File: config.mk
export PLATFORM = sky130hd
export DESIGN_NAME = esds_descriptor_parser
export DESIGN_NICKNAME = d
export VERILOG_FILES = /design/src/rtl/esds_pkg.sv /design/src/rtl/esds_descriptor_parser.sv /design/src/rtl/esds_cfg_regs.sv /design/src/rtl/esds_byte_queue.sv /design/src/rtl/esds_parse_core.sv /design/src/rtl/esds_result_queue.sv
export SDC_FILE = /design/constraint.sdc
export NUM_CORES = 1
export LEC_CHECK = 0
export ABC_CLOCK_PERIOD_IN_PS = 12700
export BUFFER_PORTS_ARGS = -buffer_cell sky130_fd_sc_hd__buf_2
export CORE_UTILIZATION = 55
export CTS_CLUSTER_SIZE = 20
export DETAILED_ROUTE_END_ITERATION = 7
export PLACE_DENSITY = 0.76
export SLEW_MARGIN = 20
export SYNTH_ARGS = -nofsm -noshare
export SYNTH_HDL_FRONTEND = slang
export SYNTH_SLANG_ARGS = --single-unit
File: constraint.sdc
create_clock -name clk_i -period 12.7 [get_ports clk_i]
set_input_delay 0.635 -clock clk_i [delete_from_list [all_inputs] [get_ports clk_i]]
set_output_delay 0.635 -clock clk_i [all_outputs]
set_load 0.02 [all_outputs]
File: src/rtl/esds_pkg.sv
// ----------------------------------------------------------------------------
// esds_pkg
// Types, codes and constants shared by the esds descriptor parser.
// ----------------------------------------------------------------------------
package esds_pkg;

  localparam int unsigned MAX_LEN_BYTES = 4;
  localparam int unsigned LEN_W         = 28;
  localparam int unsigned ADDR_W        = 4;
  localparam int unsigned DATA_W        = 32;

  localparam logic [7:0] LEN_DATA_MASK = 8'h7F;
  localparam logic [7:0] LEN_MORE_BIT  = 8'h80;
  localparam logic [LEN_W-1:0] ES_LEN_MIN  = LEN_W'(5 + 15);
  localparam logic [LEN_W-1:0] DC_LEN_MIN  = LEN_W'(15);

  // register indexes
  localparam logic [1:0] REG_ES_TAG  = 2'd0;
  localparam logic [1:0] REG_DC_TAG  = 2'd1;
  localparam logic [1:0] REG_DS_TAG  = 2'd2;
  localparam logic [1:0] REG_SL_TAG  = 2'd3;

  localparam logic [7:0] ES_TAG_RST  = 8'd3;
  localparam logic [7:0] DC_TAG_RST  = 8'd4;
  localparam logic [7:0] DS_TAG_RST  = 8'd5;
  localparam logic [7:0] SL_TAG_RST  = 8'd6;

  // result kinds
  localparam logic [2:0] KIND_DS_BYTE     = 3'd0;
  localparam logic [2:0] KIND_SL_BYTE     = 3'd1;
  localparam logic [2:0] KIND_SUMMARY     = 3'd2;
  localparam logic [2:0] KIND_SUMMARY_DS  = 3'd3;
  localparam logic [2:0] KIND_SUMMARY_SL  = 3'd4;

  // status codes
  localparam logic [1:0] ST_OK        = 2'd0;
  localparam logic [1:0] ST_MALFORMED = 2'd1;
  localparam logic [1:0] ST_TRUNCATED = 2'd2;

  // two-entry queue occupancy at full
  localparam logic [1:0] QUEUE_FULL = 2'd2;

  typedef struct packed {
    logic [7:0] data_byte;
    logic       atom_end;
  } esds_in_t;

  typedef struct packed {
    logic [2:0]       kind;
    logic [7:0]       payload_byte;
    logic [15:0]      es_id;
    logic [7:0]       stream_priority;
    logic [7:0]       object_type;
    logic [7:0]       stream_kind;
    logic [23:0]      buffer_size;
    logic [31:0]      peak_rate;
    logic [31:0]      mean_rate;
    logic [LEN_W-1:0] specific_len;
    logic [LEN_W-1:0] sl_len;
    logic [1:0]       status;
  } esds_out_t;

  typedef struct packed {
    logic [7:0] es_tag;
    logic [7:0] dec_config_tag;
    logic [7:0] dec_specific_tag;
    logic [7:0] sl_config_tag;
  } esds_cfg_t;

endpackage

File: src/rtl/esds_descriptor_parser.sv
// ----------------------------------------------------------------------------
// esds_descriptor_parser
// MPEG-4 esds atom parser: byte stream in, pass-through bytes and one
// summary word per atom out.
//
//   channel   direction  handshake           word
//   bytes     in         push / full         esds_in_t  (data_byte, atom_end)
//   results   out        empty / pop         esds_out_t (kind .. status)
//   config    in         psel/penable/pwrite tag registers at 0x0..0xC
//
// One byte per cycle sustained while the result queue is not full; a byte's
// result word passes from the byte queue through the parse core into the
// result queue. The parser steps only when the result queue is not full, even
// on a pop; with a result on every byte, a missed pop raises full and holds
// the parser. Reset empties both queues and clears the parse state at once;
// it returns the tag registers to their reset values.
// ----------------------------------------------------------------------------
module esds_descriptor_parser (
  input  logic                        clk_i,
  input  logic                        rst_ni,
  input  logic                        push,
  input  esds_pkg::esds_in_t          in_item_i,
  output logic                        full,
  output logic                        empty,
  output esds_pkg::esds_out_t         out_item_o,
  input  logic                        pop,
  input  logic                        psel,
  input  logic                        penable,
  input  logic                        pwrite,
  input  logic [esds_pkg::ADDR_W-1:0] paddr,
  input  logic [esds_pkg::DATA_W-1:0] pwdata,
  output logic [esds_pkg::DATA_W-1:0] prdata,
  output logic                        pready
);
  import esds_pkg::*;

  esds_cfg_t cfg;
  esds_in_t  q_item;
  esds_out_t core_item;
  logic      q_valid, core_ready, core_valid, res_full, res_valid;

  esds_cfg_regs u_cfg (
    .clk_i   (clk_i),
    .rst_ni  (rst_ni),
    .psel    (psel),
    .penable (penable),
    .pwrite  (pwrite),
    .paddr   (paddr),
    .pwdata  (pwdata),
    .prdata  (prdata),
    .pready  (pready),
    .cfg_o   (cfg)
  );

  esds_byte_queue u_front (
    .clk_i   (clk_i),
    .rst_ni  (rst_ni),
    .push_i  (push),
    .item_i  (in_item_i),
    .full_o  (full),
    .valid_o (q_valid),
    .item_o  (q_item),
    .pop_i   (core_ready)
  );

  esds_parse_core u_core (
    .clk_i       (clk_i),
    .rst_ni      (rst_ni),
    .cfg_i       (cfg),
    .in_valid_i  (q_valid),
    .in_item_i   (q_item),
    .in_ready_o  (core_ready),
    .out_valid_o (core_valid),
    .out_item_o  (core_item),
    .out_ready_i (~res_full)
  );

  esds_result_queue u_back (
    .clk_i   (clk_i),
    .rst_ni  (rst_ni),
    .push_i  (core_valid),
    .item_i  (core_item),
    .full_o  (res_full),
    .valid_o (res_valid),
    .item_o  (out_item_o),
    .pop_i   (pop)
  );

  assign empty = ~res_valid;

endmodule

File: src/rtl/esds_cfg_regs.sv
// ----------------------------------------------------------------------------
// esds_cfg_regs
// APB-style register file holding the four descriptor tag bytes.
// ----------------------------------------------------------------------------
module esds_cfg_regs (
  input  logic                       clk_i,
  input  logic                       rst_ni,
  input  logic                       psel,
  input  logic                       penable,
  input  logic                       pwrite,
  input  logic [esds_pkg::ADDR_W-1:0] paddr,
  input  logic [esds_pkg::DATA_W-1:0] pwdata,
  output logic [esds_pkg::DATA_W-1:0] prdata,
  output logic                       pready,
  output esds_pkg::esds_cfg_t        cfg_o
);
  import esds_pkg::*;

  esds_cfg_t  cfg_q, cfg_d;
  logic [1:0] idx;
  logic       wr_en;
  logic [7:0] rd_byte;

  assign idx    = paddr[3:2];
  assign wr_en  = psel & penable & pwrite;
  assign pready = 1'b1;

  always_comb begin
    cfg_d = cfg_q;
    if (wr_en) begin
      unique case (idx)
        REG_ES_TAG: cfg_d.es_tag           = pwdata[7:0];
        REG_DC_TAG: cfg_d.dec_config_tag   = pwdata[7:0];
        REG_DS_TAG: cfg_d.dec_specific_tag = pwdata[7:0];
        REG_SL_TAG: cfg_d.sl_config_tag    = pwdata[7:0];
        default:    cfg_d = cfg_q;
      endcase
    end
  end

  always_comb begin
    unique case (idx)
      REG_ES_TAG: rd_byte = cfg_q.es_tag;
      REG_DC_TAG: rd_byte = cfg_q.dec_config_tag;
      REG_DS_TAG: rd_byte = cfg_q.dec_specific_tag;
      REG_SL_TAG: rd_byte = cfg_q.sl_config_tag;
      default:    rd_byte = 8'd0;
    endcase
  end

  assign prdata = {(DATA_W-8)'(0), rd_byte};
  assign cfg_o  = cfg_q;

  always_ff @(posedge clk_i or negedge rst_ni) begin
    if (!rst_ni) begin
      cfg_q.es_tag           <= ES_TAG_RST;
      cfg_q.dec_config_tag   <= DC_TAG_RST;
      cfg_q.dec_specific_tag <= DS_TAG_RST;
      cfg_q.sl_config_tag    <= SL_TAG_RST;
    end else begin
      cfg_q <= cfg_d;
    end
  end

endmodule

File: src/rtl/esds_byte_queue.sv
// ----------------------------------------------------------------------------
// esds_byte_queue
// Front end: two-entry queue that takes atom bytes from the input side.
// ----------------------------------------------------------------------------
module esds_byte_queue (
  input  logic               clk_i,
  input  logic               rst_ni,
  input  logic               push_i,
  input  esds_pkg::esds_in_t item_i,
  output logic               full_o,
  output logic               valid_o,
  output esds_pkg::esds_in_t item_o,
  input  logic               pop_i
);
  import esds_pkg::*;

  esds_in_t   mem_q [2];
  logic       wr_q, wr_d, rd_q, rd_d;
  logic [1:0] cnt_q, cnt_d;
  logic       do_push, do_pop;

  assign full_o  = (cnt_q == QUEUE_FULL);
  assign valid_o = (cnt_q != 2'd0);
  assign item_o  = mem_q[rd_q];
  assign do_push = push_i & ~full_o;
  assign do_pop  = pop_i & valid_o;

  always_comb begin
    wr_d  = do_push ? ~wr_q : wr_q;
    rd_d  = do_pop ? ~rd_q : rd_q;
    cnt_d = cnt_q + {1'b0, do_push} - {1'b0, do_pop};
  end

  always_ff @(posedge clk_i) begin
    if (do_push) begin
      mem_q[wr_q] <= item_i;
    end
  end

  always_ff @(posedge clk_i or negedge rst_ni) begin
    if (!rst_ni) begin
      wr_q  <= 1'b0;
      rd_q  <= 1'b0;
      cnt_q <= 2'd0;
    end else begin
      wr_q  <= wr_d;
      rd_q  <= rd_d;
      cnt_q <= cnt_d;
    end
  end

endmodule

File: src/rtl/esds_parse_core.sv
// ----------------------------------------------------------------------------
// esds_parse_core
// Parse core: byte-wide descriptor state machine, one byte per cycle while out_ready_i is high.
// ----------------------------------------------------------------------------
module esds_parse_core (
  input  logic                clk_i,
  input  logic                rst_ni,
  input  esds_pkg::esds_cfg_t cfg_i,
  input  logic                in_valid_i,
  input  esds_pkg::esds_in_t  in_item_i,
  output logic                in_ready_o,
  output logic                out_valid_o,
  output esds_pkg::esds_out_t out_item_o,
  input  logic                out_ready_i
);
  import esds_pkg::*;

  localparam logic [4:0] PH_VER        = 5'd0;
  localparam logic [4:0] PH_FLAGS      = 5'd1;
  localparam logic [4:0] PH_TAG_ES     = 5'd2;
  localparam logic [4:0] PH_ES_LEN     = 5'd3;
  localparam logic [4:0] PH_ES_ID      = 5'd4;
  localparam logic [4:0] PH_ES_ID_BARE = 5'd5;
  localparam logic [4:0] PH_PRIO       = 5'd6;
  localparam logic [4:0] PH_TAG_DC     = 5'd7;
  localparam logic [4:0] PH_DC_LEN     = 5'd8;
  localparam logic [4:0] PH_OBJ        = 5'd9;
  localparam logic [4:0] PH_STYPE      = 5'd10;
  localparam logic [4:0] PH_BUF        = 5'd11;
  localparam logic [4:0] PH_PEAK       = 5'd12;
  localparam logic [4:0] PH_MEAN       = 5'd13;
  localparam logic [4:0] PH_TAG_DS     = 5'd14;
  localparam logic [4:0] PH_DS_LEN     = 5'd15;
  localparam logic [4:0] PH_DS_DATA    = 5'd16;
  localparam logic [4:0] PH_TAG_SL     = 5'd17;
  localparam logic [4:0] PH_SL_LEN     = 5'd18;
  localparam logic [4:0] PH_SL_DATA    = 5'd19;
  localparam logic [4:0] PH_DONE       = 5'd20;

  logic [4:0]       phase_q, phase_d;
  logic [2:0]       fbc_q, fbc_d;
  logic [LEN_W-1:0] acc_q, acc_d;
  logic [2:0]       vcnt_q, vcnt_d;
  logic [LEN_W-1:0] left_q, left_d;
  logic [15:0]      es_id_q, es_id_d;
  logic [7:0]       prio_q, prio_d;
  logic [7:0]       obj_q, obj_d;
  logic [7:0]       stype_q, stype_d;
  logic [23:0]      buf_q, buf_d;
  logic [31:0]      peak_q, peak_d;
  logic [31:0]      mean_q, mean_d;
  logic [LEN_W-1:0] spec_len_q, spec_len_d;
  logic [LEN_W-1:0] sl_len_q, sl_len_d;
  logic [1:0]       status_q, status_d;

  logic             fire;
  logic [7:0]       b;
  logic [2:0]       fbc_inc, vcnt_inc;
  logic [LEN_W-1:0] acc_shift, left_dec;
  logic             len_last;
  logic             pass_ds, pass_sl;
  logic [1:0]       sum_status;
  esds_out_t        res;

  assign fire       = in_valid_i & out_ready_i;
  assign in_ready_o = out_ready_i;
  assign b          = in_item_i.data_byte;
  assign fbc_inc    = fbc_q + 3'd1;
  assign vcnt_inc   = vcnt_q + 3'd1;
  assign acc_shift  = {acc_q[LEN_W-8:0], b[6:0] & LEN_DATA_MASK[6:0]};
  assign len_last   = ((b & LEN_MORE_BIT) == 8'd0) || (vcnt_inc >= 3'(MAX_LEN_BYTES));
  assign left_dec   = left_q - LEN_W'(1);

  always_comb begin
    phase_d    = phase_q;
    fbc_d      = fbc_q;
    acc_d      = acc_q;
    vcnt_d     = vcnt_q;
    left_d     = left_q;
    es_id_d    = es_id_q;
    prio_d     = prio_q;
    obj_d      = obj_q;
    stype_d    = stype_q;
    buf_d      = buf_q;
    peak_d     = peak_q;
    mean_d     = mean_q;
    spec_len_d = spec_len_q;
    sl_len_d   = sl_len_q;
    status_d   = status_q;
    pass_ds    = 1'b0;
    pass_sl    = 1'b0;

    unique case (phase_q)
      PH_VER: begin
        phase_d = PH_FLAGS;
        fbc_d   = 3'd0;
      end
      PH_FLAGS: begin
        fbc_d = fbc_inc;
        if (fbc_inc >= 3'd3) begin
          fbc_d   = 3'd0;
          phase_d = PH_TAG_ES;
        end
      end
      PH_TAG_ES: begin
        fbc_d = 3'd0;
        if (b == cfg_i.es_tag) begin
          acc_d   = '0;
          vcnt_d  = 3'd0;
          phase_d = PH_ES_LEN;
        end else begin
          phase_d = PH_ES_ID_BARE;
        end
      end
      PH_ES_LEN: begin
        acc_d  = acc_shift;
        vcnt_d = vcnt_inc;
        if (len_last) begin
          fbc_d   = 3'd0;
          phase_d = PH_ES_ID;
        end
      end
      PH_ES_ID, PH_ES_ID_BARE: begin
        es_id_d = {es_id_q[7:0], b};
        fbc_d   = fbc_inc;
        if (fbc_inc >= 3'd2) begin
          fbc_d   = 3'd0;
          phase_d = (phase_q == PH_ES_ID) ? PH_PRIO : PH_TAG_DC;
        end
      end
      PH_PRIO: begin
        prio_d = b;
        if (acc_q < ES_LEN_MIN) begin
          status_d = ST_MALFORMED;
          phase_d  = PH_DONE;
        end else begin
          phase_d = PH_TAG_DC;
        end
      end
      PH_TAG_DC: begin
        if (b != cfg_i.dec_config_tag) begin
          status_d = ST_MALFORMED;
          phase_d  = PH_DONE;
        end else begin
          acc_d   = '0;
          vcnt_d  = 3'd0;
          phase_d = PH_DC_LEN;
        end
      end
      PH_DC_LEN: begin
        acc_d  = acc_shift;
        vcnt_d = vcnt_inc;
        if (len_last) begin
          phase_d = PH_OBJ;
        end
      end
      PH_OBJ: begin
        obj_d   = b;
        phase_d = PH_STYPE;
      end
      PH_STYPE: begin
        stype_d = b;
        fbc_d   = 3'd0;
        phase_d = PH_BUF;
      end
      PH_BUF: begin
        buf_d = {buf_q[15:0], b};
        fbc_d = fbc_inc;
        if (fbc_inc >= 3'd3) begin
          fbc_d   = 3'd0;
          phase_d = PH_PEAK;
        end
      end
      PH_PEAK: begin
        peak_d = {peak_q[23:0], b};
        fbc_d  = fbc_inc;
        if (fbc_inc >= 3'd4) begin
          fbc_d   = 3'd0;
          phase_d = PH_MEAN;
        end
      end
      PH_MEAN: begin
        mean_d = {mean_q[23:0], b};
        fbc_d  = fbc_inc;
        if (fbc_inc >= 3'd4) begin
          fbc_d = 3'd0;
          if (acc_q < DC_LEN_MIN) begin
            status_d = ST_OK;
            phase_d  = PH_DONE;
          end else begin
            phase_d = PH_TAG_DS;
          end
        end
      end
      PH_TAG_DS: begin
        if (b != cfg_i.dec_specific_tag) begin
          status_d = ST_OK;
          phase_d  = PH_DONE;
        end else begin
          acc_d   = '0;
          vcnt_d  = 3'd0;
          phase_d = PH_DS_LEN;
        end
      end
      PH_DS_LEN: begin
        acc_d  = acc_shift;
        vcnt_d = vcnt_inc;
        if (len_last) begin
          spec_len_d = acc_shift;
          left_d     = acc_shift;
          phase_d    = (acc_shift != '0) ? PH_DS_DATA : PH_TAG_SL;
        end
      end
      PH_DS_DATA: begin
        pass_ds = 1'b1;
        left_d  = left_dec;
        if (left_dec == '0) begin
          phase_d = PH_TAG_SL;
        end
      end
      PH_TAG_SL: begin
        if (b != cfg_i.sl_config_tag) begin
          status_d = ST_OK;
          phase_d  = PH_DONE;
        end else begin
          acc_d   = '0;
          vcnt_d  = 3'd0;
          phase_d = PH_SL_LEN;
        end
      end
      PH_SL_LEN: begin
        acc_d  = acc_shift;
        vcnt_d = vcnt_inc;
        if (len_last) begin
          sl_len_d = acc_shift;
          left_d   = acc_shift;
          if (acc_shift == '0) begin
            status_d = ST_OK;
            phase_d  = PH_DONE;
          end else begin
            phase_d = PH_SL_DATA;
          end
        end
      end
      PH_SL_DATA: begin
        pass_sl = 1'b1;
        left_d  = left_dec;
        if (left_dec == '0) begin
          status_d = ST_OK;
          phase_d  = PH_DONE;
        end
      end
      default: begin
        phase_d = PH_DONE;
      end
    endcase

    priority if (phase_d == PH_DONE) begin
      sum_status = status_d;
    end else if (phase_d == PH_TAG_DS || phase_d == PH_TAG_SL) begin
      sum_status = ST_OK;
    end else begin
      sum_status = ST_TRUNCATED;
    end

    res = '0;
    if (in_item_i.atom_end) begin
      res.kind            = pass_ds ? KIND_SUMMARY_DS :
                            (pass_sl ? KIND_SUMMARY_SL : KIND_SUMMARY);
      res.payload_byte    = (pass_ds | pass_sl) ? b : 8'd0;
      res.es_id           = es_id_d;
      res.stream_priority = prio_d;
      res.object_type     = obj_d;
      res.stream_kind     = stype_d;
      res.buffer_size     = buf_d;
      res.peak_rate       = peak_d;
      res.mean_rate       = mean_d;
      res.specific_len    = spec_len_d;
      res.sl_len          = sl_len_d;
      res.status          = sum_status;
      phase_d    = PH_VER;
      fbc_d      = 3'd0;
      acc_d      = '0;
      vcnt_d     = 3'd0;
      left_d     = '0;
      es_id_d    = '0;
      prio_d     = '0;
      obj_d      = '0;
      stype_d    = '0;
      buf_d      = '0;
      peak_d     = '0;
      mean_d     = '0;
      spec_len_d = '0;
      sl_len_d   = '0;
      status_d   = ST_OK;
    end else begin
      res.kind         = pass_ds ? KIND_DS_BYTE : KIND_SL_BYTE;
      res.payload_byte = b;
    end
  end

  assign out_valid_o = fire & (in_item_i.atom_end | pass_ds | pass_sl);
  assign out_item_o  = res;

  always_ff @(posedge clk_i or negedge rst_ni) begin
    if (!rst_ni) begin
      phase_q    <= PH_VER;
      fbc_q      <= 3'd0;
      acc_q      <= '0;
      vcnt_q     <= 3'd0;
      left_q     <= '0;
      es_id_q    <= '0;
      prio_q     <= '0;
      obj_q      <= '0;
      stype_q    <= '0;
      buf_q      <= '0;
      peak_q     <= '0;
      mean_q     <= '0;
      spec_len_q <= '0;
      sl_len_q   <= '0;
      status_q   <= ST_OK;
    end else if (fire) begin
      phase_q    <= phase_d;
      fbc_q      <= fbc_d;
      acc_q      <= acc_d;
      vcnt_q     <= vcnt_d;
      left_q     <= left_d;
      es_id_q    <= es_id_d;
      prio_q     <= prio_d;
      obj_q      <= obj_d;
      stype_q    <= stype_d;
      buf_q      <= buf_d;
      peak_q     <= peak_d;
      mean_q     <= mean_d;
      spec_len_q <= spec_len_d;
      sl_len_q   <= sl_len_d;
      status_q   <= status_d;
    end
  end

endmodule

File: src/rtl/esds_result_queue.sv
// ----------------------------------------------------------------------------
// esds_result_queue
// Two-entry queue of result words toward the output side.
// ----------------------------------------------------------------------------
module esds_result_queue (
  input  logic                clk_i,
  input  logic                rst_ni,
  input  logic                push_i,
  input  esds_pkg::esds_out_t item_i,
  output logic                full_o,
  output logic                valid_o,
  output esds_pkg::esds_out_t item_o,
  input  logic                pop_i
);
  import esds_pkg::*;

  esds_out_t  mem_q [2];
  logic       wr_q, wr_d, rd_q, rd_d;
  logic [1:0] cnt_q, cnt_d;
  logic       do_push, do_pop;

  assign full_o  = (cnt_q == QUEUE_FULL);
  assign valid_o = (cnt_q != 2'd0);
  assign item_o  = mem_q[rd_q];
  assign do_push = push_i & ~full_o;
  assign do_pop  = pop_i & valid_o;

  always_comb begin
    wr_d  = do_push ? ~wr_q : wr_q;
    rd_d  = do_pop ? ~rd_q : rd_q;
    cnt_d = cnt_q + {1'b0, do_push} - {1'b0, do_pop};
  end

  always_ff @(posedge clk_i) begin
    if (do_push) begin
      mem_q[wr_q] <= item_i;
    end
  end

  always_ff @(posedge clk_i or negedge rst_ni) begin
    if (!rst_ni) begin
      wr_q  <= 1'b0;
      rd_q  <= 1'b0;
      cnt_q <= 2'd0;
    end else begin
      wr_q  <= wr_d;
      rd_q  <= rd_d;
      cnt_q <= cnt_d;
    end
  end

endmodule

# --- Yosys cells after proc, flatten, opt, wreduce, memory -nomap -nowiden ---
# Memories as Yosys holds them, arrays and structs flattened.
# Cells that the tools add are included.
totals:
  input_bits: 52
  memories: 2
  ff_bits: 293
  ram_bits: 412
  elab_cells: 210
  output_inout_bits: 232
memory_table:
  columns: ["memory", "depth", "word_bits", "read_ports", "rd_ports_with_merged_regs", "write_ports", "line", "text"]
  rows:
  - ["u_back.mem_q", 2, 197, 1, 0, 1, "esds_result_queue.sv:17", "esds_out_t mem_q [2];"]
  - ["u_front.mem_q", 2, 9, 1, 0, 1, "esds_byte_queue.sv:17", "esds_in_t mem_q [2];"]
classes:
  eq_ne: 37
  n_bitwise: 17
  add_sub_neg: 7
  mux: 89
  n_reduce_logical: 27
  order_cmp: 6
op_table:
  columns: ["op", "count"]
  rows:
  - ["two-way mux 28 bit", 13]
  - ["two-way mux 186 bit", 1]
  - ["case mux 28 bit (5 select lines)", 1]
  - ["two-way mux 32 bit", 4]
  - ["case mux 5 bit (19 select lines)", 1]
  - ["two-way mux 5 bit", 16]
  - ["zero test 28 bit", 2]
  - ["two-way mux 8 bit", 7]
  - ["case mux 28 bit (2 select lines)", 1]
  - ["two-way mux 24 bit", 2]
  - ["== test 5 x 4 -> 1 bit (second input constant)", 9]
  - ["two-way mux 3 bit", 15]
  - ["two-way mux 16 bit", 2]
  - ["case mux 8 bit (4 select lines)", 1]
  - ["== test 5 bit (second input constant)", 6]
  - ["case mux 3 bit (5 select lines)", 2]
  - ["less-than comparator 28 x 4 -> 1 bit (second input constant)", 1]
  - ["less-than comparator 28 x 5 -> 1 bit (second input constant)", 1]
  - ["nonzero test 28 bit", 1]
  - ["subtractor 28 x 1 -> 28 bit (second input constant)", 1]
  - ["two-way mux 2 bit", 12]
  - ["!= test 8 bit", 3]
  - ["== test 5 x 3 -> 1 bit (second input constant)", 4]
  - ["case mux 2 bit (7 select lines)", 1]
  - ["other kinds (30)", 76]

# --- Depth between registers and ports, before layout ---
# Gate-level depths: netlist of the first run.
depth:
  word_depth: 10
  depth_mapped: 13
  depth_no_buf: 11

# --- Modules after synthesis ---
# From an unflattened synthesis of the first run, not the netlist that was laid out.
hier_totals:
  hier_cells: 2519
  area_unflattened_um2: 31617.8
by_module_without_submodules:
  columns: ["mod", "n_inst", "area_per_inst_um2", "seq_area_each_um2", "cells_per_inst"]
  rows:
  - ["esds_result_queue", 1, 14833.0, 11931.4, 631]
  - ["esds_parse_core", 1, 14291.2, 6331.1, 1733]
  - ["esds_cfg_regs", 1, 1634.1, 809.5, 107]
  - ["esds_byte_queue", 1, 852.1, 640.6, 46]
  - ["esds_descriptor_parser", 1, 7.5, 0.0, 2]

# --- Worst setup path after synthesis of the first run ---
# OpenSTA, ideal clock, no wires.
synth_timing:
  path_type: "reg-to-reg"
  start: "register u_front.rd_q"
  end: "memory u_back.mem_q[0][0] (netlist name) (enable)"
  n_path_buf: 5
  required_time_ns: 11.919
  period_less_slack_ns: 11.513
  stages_incl_launch_ff: 11
  path_slack_ns: 1.187
  arrival_time_ns: 10.732
  setup_time_ns: 0.781
  path_cell_list: "dfrtp_1 > buf_6 > buf_8 > mux2_2 > inv_1 > clkbuf_1 > clkbuf_1 > clkbuf_1 > ha_1 > a21oi_1 > nor2b_1"
synth_via:
  elab_chain_cells: 7
synth_lines:
  columns: ["element", "line", "text"]
  rows:
  - ["from (decl)", "esds_byte_queue.sv:18", "logic wr_q, wr_d, rd_q, rd_d;"]
  - ["from (signal assigned)", "esds_byte_queue.sv:47", "rd_q <= rd_d;"]
  - ["memory (2 x 9 bit)", null, null]
  - ["OR 1 bit (2 in series)", "esds_parse_core.sv:302", "assign out_valid_o = fire & (in_item_i.atom_end | pass_ds | pass_sl);"]
  - ["bitwise AND 1 bit", "esds_parse_core.sv:302", null]
  - ["bitwise AND 1 bit", "esds_result_queue.sv:25", "assign do_push = push_i & ~full_o;"]
  - ["named net u_back.do_push", "esds_result_queue.sv:20", "logic do_push, do_pop;"]
  - ["two-way mux 1 bit", "esds_result_queue.sv:35", "if (do_push) begin"]
  - ["two-way mux 1 bit (not written as such)", "esds_result_queue.sv:36", "mem_q[wr_q] <= item_i;"]
  - ["to (decl)", "esds_result_queue.sv:17", null]
# The timed path passes the listed nets, and every way through them passes these cells.

# --- Final worst setup path of the first run ---
layout_timing:
  start: "register u_front.rd_q"
  end: "memory u_back.mem_q[1][78] (netlist name) (enable)"
# Same word-level chain as after synthesis.

==> results of run 1 <==
## synth_stat cells, types with 5 or more instances
| cell type | instances | share of area (%) |
|---|---|---|
| edfxtp_1 | 412 | 40 |
| nand2_1 | 306 | 3.7 |
| dfrtp_1 | 286 | 23 |
| mux2_2 | 231 | 8.4 |
| a22o_1 | 193 | 5.5 |
| nor2_1 | 170 | 2.1 |
| a21oi_1 | 147 | 2.4 |
| clkbuf_1 | 141 | 1.7 |
| o21ai_0 | 93 | 1.5 |
| a211oi_1 | 71 | 1.7 |
| xnor2_1 | 42 | 1.2 |
| buf_4 | 34 | 0.82 |
| nor3_1 | 32 | 0.52 |
| inv_1 | 19 | 0.23 |
| nand3_1 | 19 | 0.31 |
| nor4_1 | 18 | 0.36 |
| buf_1 | 15 | 0.18 |
| o21ai_1 | 12 | 0.19 |
| ha_1 | 10 | 0.40 |
| nand2b_1 | 9 | 0.18 |
| nor2b_1 | 9 | 0.18 |
| a31oi_1 | 8 | 0.16 |
| and3_1 | 8 | 0.16 |
| mux4_2 | 8 | 0.58 |
| or3_1 | 8 | 0.16 |
| and2_1 | 7 | 0.14 |
| dfstp_2 | 7 | 0.59 |
| mux2i_4 | 7 | 0.51 |
| nor4_2 | 7 | 0.28 |
| o31ai_1 | 7 | 0.17 |
| nand4_1 | 6 | 0.12 |
| or4_1 | 6 | 0.15 |
| xor2_1 | 6 | 0.17 |
| a21o_1 | 5 | 0.12 |
| nor4_4 | 5 | 0.34 |
## metal layers
layer  routed length (um)  up-vias  global-route usage [%]  part of all wire [%]
met3                 6390      153                    5.58                   8.2
li1                     -     9316                       -                     -
met2                37700      986                    43.3                    48
met4                 2240        4                    9.48                   2.9
met1                31900    10500                    36.9                    41
met5                   87        -                   0.952                  0.11
## cell usage in the layout (no fill, tap or decap), types with 10 or more instances in the layout
cell type / instances
edfxtp_1: 412
nand2_1: 306
dfrtp_1: 285
mux2_2: 231
buf_2: 231
a22o_1: 193
nor2_1: 164
a21oi_1: 147
o21ai_0: 93
clkbuf_16: 75
a211oi_1: 71
xnor2_1: 42
buf_4: 42
nor3_1: 26
conb_1: 25
clkbuf_1: 23
inv_1: 18
nand3_1: 18
nor4_1: 16
ha_1: 10
## state kept, by name (all words and copies together), names as in the netlist, 16 cells and up
name and cells:
u_cfg.cfg_o 32, u_front.mem_q 18, u_core.sl_len_q 28, u_core.left_q 28, u_back.mem_q 394, u_core.acc_q 28, u_core.buf_q 24, u_core.mean_q 32
u_core.spec_len_q 28, u_core.es_id_q 16, u_core.peak_q 32
## worst register-to-register path: stages (launching register included)
cell	delay [ns]
dfrtp_1	1.06
mux2_2	0.33
buf_4	0.38
inv_6	0.20
ha_1	0.23
a21oi_1	0.31
and2_4	0.91
buf_4	0.89
## power breakdown
group | internal [mW] | switching [mW] | total [mW]
Combinational | 0.828 | 1.78 | 2.61
Sequential | 2.96 | 0.195 | 3.15
Clock | 1.27 | 0.892 | 2.16
## stage by stage
step,setup WS [ns],power (mW),std cells
floorplan,1.19,4.96,2453
global placement,8.10,5.73,3278
detailed placement,7.94,5.79,3278
global route,7.75,8.22,3414
CTS,7.90,7.96,3414
finish,7.96,7.92,3414
## worst min-delay path by stage
stage / cells after the start / start / endpoint / slack, ns
2_1_floorplan: 0 / rst_ni / u_back.cnt_q[0]$_DFF_PN0_ / 0.34
3_3_place_gp: 1 / u_core.status_q[1]$_DFFE_PN0P_ / u_core.status_q[1]$_DFFE_PN0P_ / 0.46
3_5_place_dp: 2 / u_core.spec_len_q[0]$_DFFE_PN0P_ / u_core.spec_len_q[0]$_DFFE_PN0P_ / 0.47
4_1_cts: 1 / rst_ni / u_cfg.cfg_o[13]$_DFFE_PN0P_ / 0.02
5_1_grt: 1 / rst_ni / u_core.es_id_q[12]$_DFFE_PN0P_ / 0.07
6_report: 1 / rst_ni / u_core.es_id_q[9]$_DFFE_PN0P_ / 0.01
## layout make-up
class	instances	area [um^2]
clock buffer	106	2070
clock inverter	30	358
fill	4039	20200
inverter	19	76.3
multi-input combinational	1531	10500
sequential	705	19700
tap	748	936
timing repair buffer	275	1500
## kinds of logic (layout without fill, tap and decap cells)
| kind of cell | after synthesis | count (layout) | synth area share (%) |
|---|---|---|---|
| other | 2 | 25 | 0.0242 |
| xor gates and xnor gates | 48 | 48 | 1.36 |
| buffers and inverters | 217 | 430 | 3.16 |
| AOI/OAI and AO/OA | 572 | 572 | 12.7 |
| and+or+nand+nor | 628 | 628 | 9.22 |
| adders and majority gates | 10 | 10 | 0.403 |
| muxes | 248 | 248 | 9.55 |
| DFF | 705 | 705 | 63.6 |
==> qor.csv, run 1 <==
metric,value,unit
crit start category,flop,
largest net degree at the start of global routing,95,
Post-DRT Antenna Nets,0,
VDD IR max,0.157,mV
clk root buf,clkbuf_16,
Worst EP arrival,4.97,ns
vias in the first global route,20300,
Max Freq,211,MHz
die height,239,um
grt ovf,0,
Worst R2R Path Depth,7,
initial antenna violation count,1,
register-to-register setup slack,7.96,ns
CP Max Fanout,69,
Vias,21000,
Nets,2667,
Syn-to-layout area delta,13.5,%
Max clock buf depth,3,
Crit path required time,12.93,ns
Leak,13.6,nW
failing checks,DRC,
Initial Utilization,56.0,%
Setup Buffers After CTS,0,
Die W,239,um
number of flops mapped to enable cells by yosys,412,
critical path depth in cells,7,
cts-stage hold buffer count,0,
ys async rst share,41.6,%
R2R Path End,u_back.mem_q[1][78]$_DFFE_PP_,
max-slew violations,0,
most frequent CP cell,buf_4,
crit path buf inv count,3,
Pwr Density,225,mW/mm^2
first-pass GRT wire length,118000,um
Resize count post-CTS,0,
Total GRT Usage,27.1,%
"Core Util, Final",63.5,%
worst hold path type,in2async,
dominant synthesized flop cell,edfxtp_1,
status,finished with violations,
Final Hold Vio Count,0,
CTS sink count,705,
Fin Setup TNS,0,ns
Vias/cell,6.15,
slowest CP cell,dfrtp_1,
number of max-cap violations,0,
Worst Setup SP,u_front.rd_q$_DFFE_PN0P_,
Slew Limit Headroom,24.0,%
Hold Slack,0.0135,ns
Worst Tran Pin Value,1.14,ns
Tmin final,4.74,ns
worst skew pair latency,0.62,ns
final setup vio count,0,
1st-iter DRT viols,2458,
Synth cell types,74,
H-tree depth,3,
CTS buffer count,73,
Synth Warn #,0,
share of cells above drive strength 1,25.7,%
RR Startpoint,u_front.rd_q$_DFFE_PN0P_,
"wirelength, routed",78300,um
post-synthesis sequential area ratio,63.6,%
Syn Area/Cell,12.8,um^2
Ports,284,
# rows,86,
clock skew,0.0324,ns
CP top delay family,buffers and inverters,
GPL Wtd Cong,0.948,
clock-pin slew on the worst setup and hold paths,0.06,ns
post-route DRC violation count,1,
die area,0.0573,mm^2
period utilization,37.3,%
DRT Pass-1 Iters,8,
port bufs,232,
drt wl/cell,22.9,um
Yosys reg bits,705,
placed cell area,0.0327,mm^2
crit path capture,u_back.mem_q[1][78]$_DFFE_PP_,
Syn Inst Count,2430,
RSZ-0062 raised after global routing,false,
post-layout instance area,0.0352,mm^2
CTS tree,yes,
Critical Setup Path Class,reg2reg,
Synth Cell Area,0.0310,mm^2
hpwl dp,48400,um
CP peak stage delay,1.06,ns
Core ar.,0.0554,mm^2
critical-path cell list,mux2_2 -> buf_4 -> inv_6 -> ha_1 -> a21oi_1 -> and2_4 -> buf_4,
ANT cells,0,
Crit. End Element,flop,
No activity file was read; power rests on OpenSTA's default activity.
==> run 2: changes to the inputs <==
--- a/config.mk
+++ b/config.mk
@@ -5,12 +5,12 @@
 export SDC_FILE = /design/constraint.sdc
 export NUM_CORES = 1
 export LEC_CHECK = 0
-export ABC_CLOCK_PERIOD_IN_PS = 12700
+export ABC_CLOCK_PERIOD_IN_PS = 3920
 export BUFFER_PORTS_ARGS = -buffer_cell sky130_fd_sc_hd__buf_2
-export CORE_UTILIZATION = 55
+export CORE_UTILIZATION = 54
 export CTS_CLUSTER_SIZE = 20
 export DETAILED_ROUTE_END_ITERATION = 7
-export PLACE_DENSITY = 0.76
+export PLACE_DENSITY = 0.77
 export SLEW_MARGIN = 20
 export SYNTH_ARGS = -nofsm -noshare
 export SYNTH_HDL_FRONTEND = slang
==> constraint.sdc (replaced) <==
create_clock -name clk_i -period 3.92 [get_ports clk_i]
set_input_delay 0.196 -clock clk_i [delete_from_list [all_inputs] [get_ports clk_i]]
set_output_delay 0.196 -clock clk_i [all_outputs]
set_load 0.02 [all_outputs]
==> qor.csv, run 2 (synthesis results as in run 1) <==
metric,value,unit
Syn-to-layout area delta,15.3,%
max-slew violations,0,
Ports,284,
share of cells above drive strength 1,26.5,%
largest net degree at the start of global routing,128,
Crit path required time,4.28,ns
final setup vio count,0,
GPL Wtd Cong,0.918,
CTS buffer count,73,
1st-iter DRT viols,2386,
Slew Limit Headroom,27.6,%
status,completed,
post-route DRC violation count,0,
Pwr Density,719,mW/mm^2
register-to-register setup slack,0.49,ns
CTS sink count,705,
Biggest register,u_back.mem_q,
CP Max Fanout,10,
Total GRT Usage,27.4,%
"Core Util, Final",63.2,%
Resize count post-CTS,0,
Vias/cell,6.13,
Leak,13.9,nW
placed cell area,0.0333,mm^2
vias in the first global route,20900,
drt wl/cell,23.1,um
DRT Pass-1 Iters,7,
crit path buf inv count,1,
CTS tree,yes,
fin cells,3488,
RSZ-0062 raised after global routing,false,
crit start category,flop,
hpwl dp,50800,um
most frequent cells in the layout,"edfxtp_1 (412), nand2_1 (306), dfrtp_1 (285)",
Hold Slack,0.0390,ns
Final Hold Vio Count,0,
Nets,2735,
number of max-cap violations,0,
Worst EP arrival,3.79,ns
clock-pin slew on the worst setup and hold paths,0.06,ns
Post-DRT Antenna Nets,0,
Initial Utilization,54.8,%
clk root buf,clkbuf_16,
H-tree depth,3,
CP peak stage delay,0.62,ns
critical-path cell list,buf_4 -> mux2i_4 -> xnor2_1 -> nor4_1 -> nand2_1 -> a211oi_2 -> nand4_1 -> a21oi_2 -> nor3b_1 -> o311a_1,
Tmin final,3.43,ns
power after layout,25.7,mW
post-layout instance area,0.0358,mm^2
ANT cells,0,
Worst Tran Pin Value,1.08,ns
slowest CP cell,mux2i_4,
worst hold path type,in2reg,
grt ovf,0,
VDD IR max,0.531,mV
Core ar.,0.0566,mm^2
clock skew,0.0209,ns
Die W,242,um
Critical Setup Path Class,reg2reg,
Max Freq,292,MHz
die height,242,um
CP top delay family,compound AO/OA/AOI/OAI gates,
worst skew pair latency,0.62,ns
port bufs,232,
die area,0.0584,mm^2
Crit. End Element,flop,
Vias,21400,
max FFs per register,394,
placed cell count,3335,
"wirelength, routed",80400,um
Max clock buf depth,3,
period utilization,87.5,%
"commonest non-fill, non-tap cell in the layout",edfxtp_1,
first-pass GRT wire length,124000,um
# rows,87,
initial antenna violation count,1,
## run 2: changes by cell type in the layout (fill, tap and decap cells not counted), sizes merged
cell         before  now
clkbuf          106  105
clkinv           17   26
dlygate4sd3       0   19
buf             275  324
clkinvlp          3    1
bufinv            6    1
inv              23   20
## run 2: worst min-delay path, stage by stage
cell     delay [ns]
buf_2          0.12
nor2b_1        0.16
xor2_1         0.15
## run 2: final cells by class
type | instances | area, um^2
sequential | 705 | 19700
multi-input combinational | 1531 | 10500
timing repair buffer | 343 | 2250
fill | 4155 | 20900
inverter | 19 | 76.3
clock buffer | 105 | 2060
tap | 756 | 946
clock inverter | 29 | 191
## run 2: per-stage QoR
| stage | TNS, ns | setup WS (ns) |
|---|---|---|
| detailed placement | 0 | 0.543 |
| CTS | 0 | 0.488 |
| global route | 0 | 0.320 |
| finish | 0 | 0.491 |
| floorplan | -379.77 | -1.24 |
| global placement | 0 | 0.609 |
## run 2: layer usage
layer  track usage (%)  wire (um)
met5                 0          0
met4              9.59       2330
met3              4.16       5890
met2              43.9      39300
met1              38.1      32900
## run 2: where the power goes
group	switching, mW	internal [mW]	total, mW
Clock	2.86	3.74	6.60
Combinational	5.95	3.02	8.97
Sequential	0.581	9.55	10.1
Total	9.39	16.3	25.7
## run 2: worst paths after layout
kind	depth (start not counted)	start	endpoint
max in group asynchronous	3	rst_ni	u_core.left_q[14]$_DFFE_PN0P_
worst max-delay path	10	u_front.rd_q$_DFFE_PN0P_	u_back.mem_q[1][1]$_DFFE_PP_
worst min-delay path	3	pop	u_back.rd_q$_DFFE_PN0P_
worst max register to register	10	u_front.rd_q$_DFFE_PN0P_	u_back.mem_q[1][1]$_DFFE_PP_
min in group asynchronous	2	rst_ni	u_cfg.cfg_o[28]$_DFFE_PN0P_
worst min register to register	2	u_core.spec_len_q[4]$_DFFE_PN0P_	u_core.spec_len_q[4]$_DFFE_PN0P_
## run 2: what timing repair did
item / CTS / global route
hold buffers: 19 / 0
hold endpoints to repair: 133 / 0
buffers inserted: 0 / 0
==> run 3: changes to the inputs <==
--- a/config.mk
+++ b/config.mk
@@ -10,6 +10,7 @@
 export CORE_UTILIZATION = 54
 export CTS_CLUSTER_SIZE = 20
 export DETAILED_ROUTE_END_ITERATION = 7
+export GPL_TIMING_DRIVEN = 0
 export PLACE_DENSITY = 0.77
 export SLEW_MARGIN = 20
 export SYNTH_ARGS = -nofsm -noshare
==> qor.csv, run 3 (synthesis results as in run 1) <==
metric,value,unit
status,completed,
register share of total power,38.4,%
Vias,22200,
most frequent CP cell,clkbuf_1,
Ports,284,
fin cells,3608,
Worst Tran Pin Value,1.19,ns
final setup vio count,0,
slowest CP cell,nor3_1,
CTS tree,yes,
Die W,242,um
Total GRT Usage,29.0,%
post-layout instance area,0.0361,mm^2
Tmin final,3.77,ns
worst skew pair latency,0.62,ns
Max Freq,265,MHz
largest net degree at the start of global routing,105,
Core ar.,0.0566,mm^2
Hold Slack,0.0614,ns
max-slew violations,0,
period utilization,96.2,%
port bufs,232,
GPL Wtd Cong,0.960,
power after layout,26.0,mW
CP Max Fanout,10,
number of max-cap violations,0,
die area,0.0584,mm^2
H-tree depth,3,
Max clock buf depth,3,
CTS buffer count,72,
hpwl dp,57600,um
first-pass GRT wire length,130000,um
ANT cells,0,
Initial Utilization,54.8,%
worst hold path type,in2async,
Nets,2856,
combinational power share,36.0,%
critical-path cell list,clkbuf_1 -> nor2b_1 -> nand2_1 -> nor3_1 -> clkbuf_1 -> o21ai_1 -> clkbuf_1 -> nand2_1 -> o21ai_0,
Vias/cell,6.16,
Post-DRT Antenna Nets,0,
clock skew,0.0240,ns
drt wl/cell,23.5,um
RSZ-0062 raised after global routing,false,
Pwr Density,718,mW/mm^2
share of cells above drive strength 1,24.2,%
CTS sink count,705,
vias in the first global route,21900,
Slew Limit Headroom,20.7,%
post-route DRC violation count,0,
Worst EP arrival,4.23,ns
VDD IR max,0.454,mV
Final Hold Vio Count,0,
grt ovf,0,
1st-iter DRT viols,2256,
crit start category,flop,
Critical Setup Path Class,reg2reg,
clk root buf,clkbuf_16,
clock-pin slew on the worst setup and hold paths,0.06,ns
CP peak stage delay,0.83,ns
"wirelength, routed",84700,um
Net Sw Power,9.59,mW
max FFs per register,394,
Syn-to-layout area delta,16.6,%
most frequent cells in the layout,"edfxtp_1 (412), nand2_1 (306), dfrtp_1 (286)",
Clock power frac,25.6,%
# rows,87,
placed cell count,3456,
Switching Fraction,37.0,%
Leak,14.0,nW
"commonest non-fill, non-tap cell in the layout",edfxtp_1,
Crit path required time,4.38,ns
Crit. End Element,flop,
internal power,16.4,mW
placed cell area,0.0337,mm^2
Setup Buffers After CTS,0,
DRT Pass-1 Iters,8,
die height,242,um
Biggest register,u_back.mem_q,
initial antenna violation count,0,
run 3: power by group through the flow:
stage               sequential (mW)  clock (mW)  combinational (mW)
detailed placement             10.1           0                9.22
global placement               10.2           0                8.80
floorplan                      10.1           0                5.77
CTS                            9.97        6.71                9.31
finish                         9.96        6.65                9.34
global route                   10.1        7.03                9.82
run 3: cell type report:
class	instances	area, um^2
buffer	198	946
clock buffer	99	2000
clock inverter	33	269
fill	4190	20500
inverter	19	71.3
multi-input combinational	1531	10500
sequential	705	19700
tap	756	946
timing repair buffer	267	1720
run 3: timing repair:
item | 4_1_cts | 5_1_grt
endpoints found under the setup margin | 21 | 141
hold buffers | 20 | 0
endpoints found under the hold margin | 257 | 0
pin swaps | 0 | 0
resized for setup | 1 | 1
run 3: worst paths after layout:
| path | slack [ns] | cells past startpoint | end | startpoint |
|---|---|---|---|---|
| worst max-delay path | 0.15 | 9 | u_core.spec_len_q[0]$_DFFE_PN0P_ | u_core.phase_q[1]$_DFFE_PN0P_ |
| min in group clk_i | 0.09 | 3 | u_cfg.cfg_o[31]$_DFFE_PN0P_ | paddr[3] |
| max in group asynchronous | 2.71 | 4 | u_core.spec_len_q[24]$_DFFE_PN0P_ | rst_ni |
| worst min-delay path | 0.06 | 2 | u_cfg.cfg_o[3]$_DFFE_PN0P_ | rst_ni |
| worst max register to register | 0.15 | 9 | u_core.spec_len_q[0]$_DFFE_PN0P_ | u_core.phase_q[1]$_DFFE_PN0P_ |
| worst min register to register | 0.49 | 2 | u_core.spec_len_q[6]$_DFFE_PN0P_ | u_core.spec_len_q[6]$_DFFE_PN0P_ |
run 3: worst max-delay path, delay by kind of cell (launching register included):
| family | cells | cell delay (ns) |
|---|---|---|
| buffers and inverters | 3 | 1.21 |
| and+or+nand+nor | 4 | 1.62 |
| DFF | 1 | 0.32 |
| AOI/OAI and AO/OA | 2 | 0.47 |
run 3: stage by stage:
stage               utilization [%]  worst slack [ns]  TNS [ns]
finish                         63.9             0.150         0
global route                   63.9            0.0128         0
CTS                            63.8            0.0297         0
detailed placement             59.5            0.0675         0
global placement               58.8             -3.43  -1924.12
floorplan                         -             -1.24   -379.77
run 3: layer usage:
metal | global-route usage, % | vias up | routed length, um
li1 | - | 9692 | -
met1 | 39.3 | 11100 | 33700
met2 | 46.4 | 1197 | 40500
met3 | 5.27 | 193 | 7370
met4 | 12.0 | 0 | 3170
met5 | 0 | - | 0
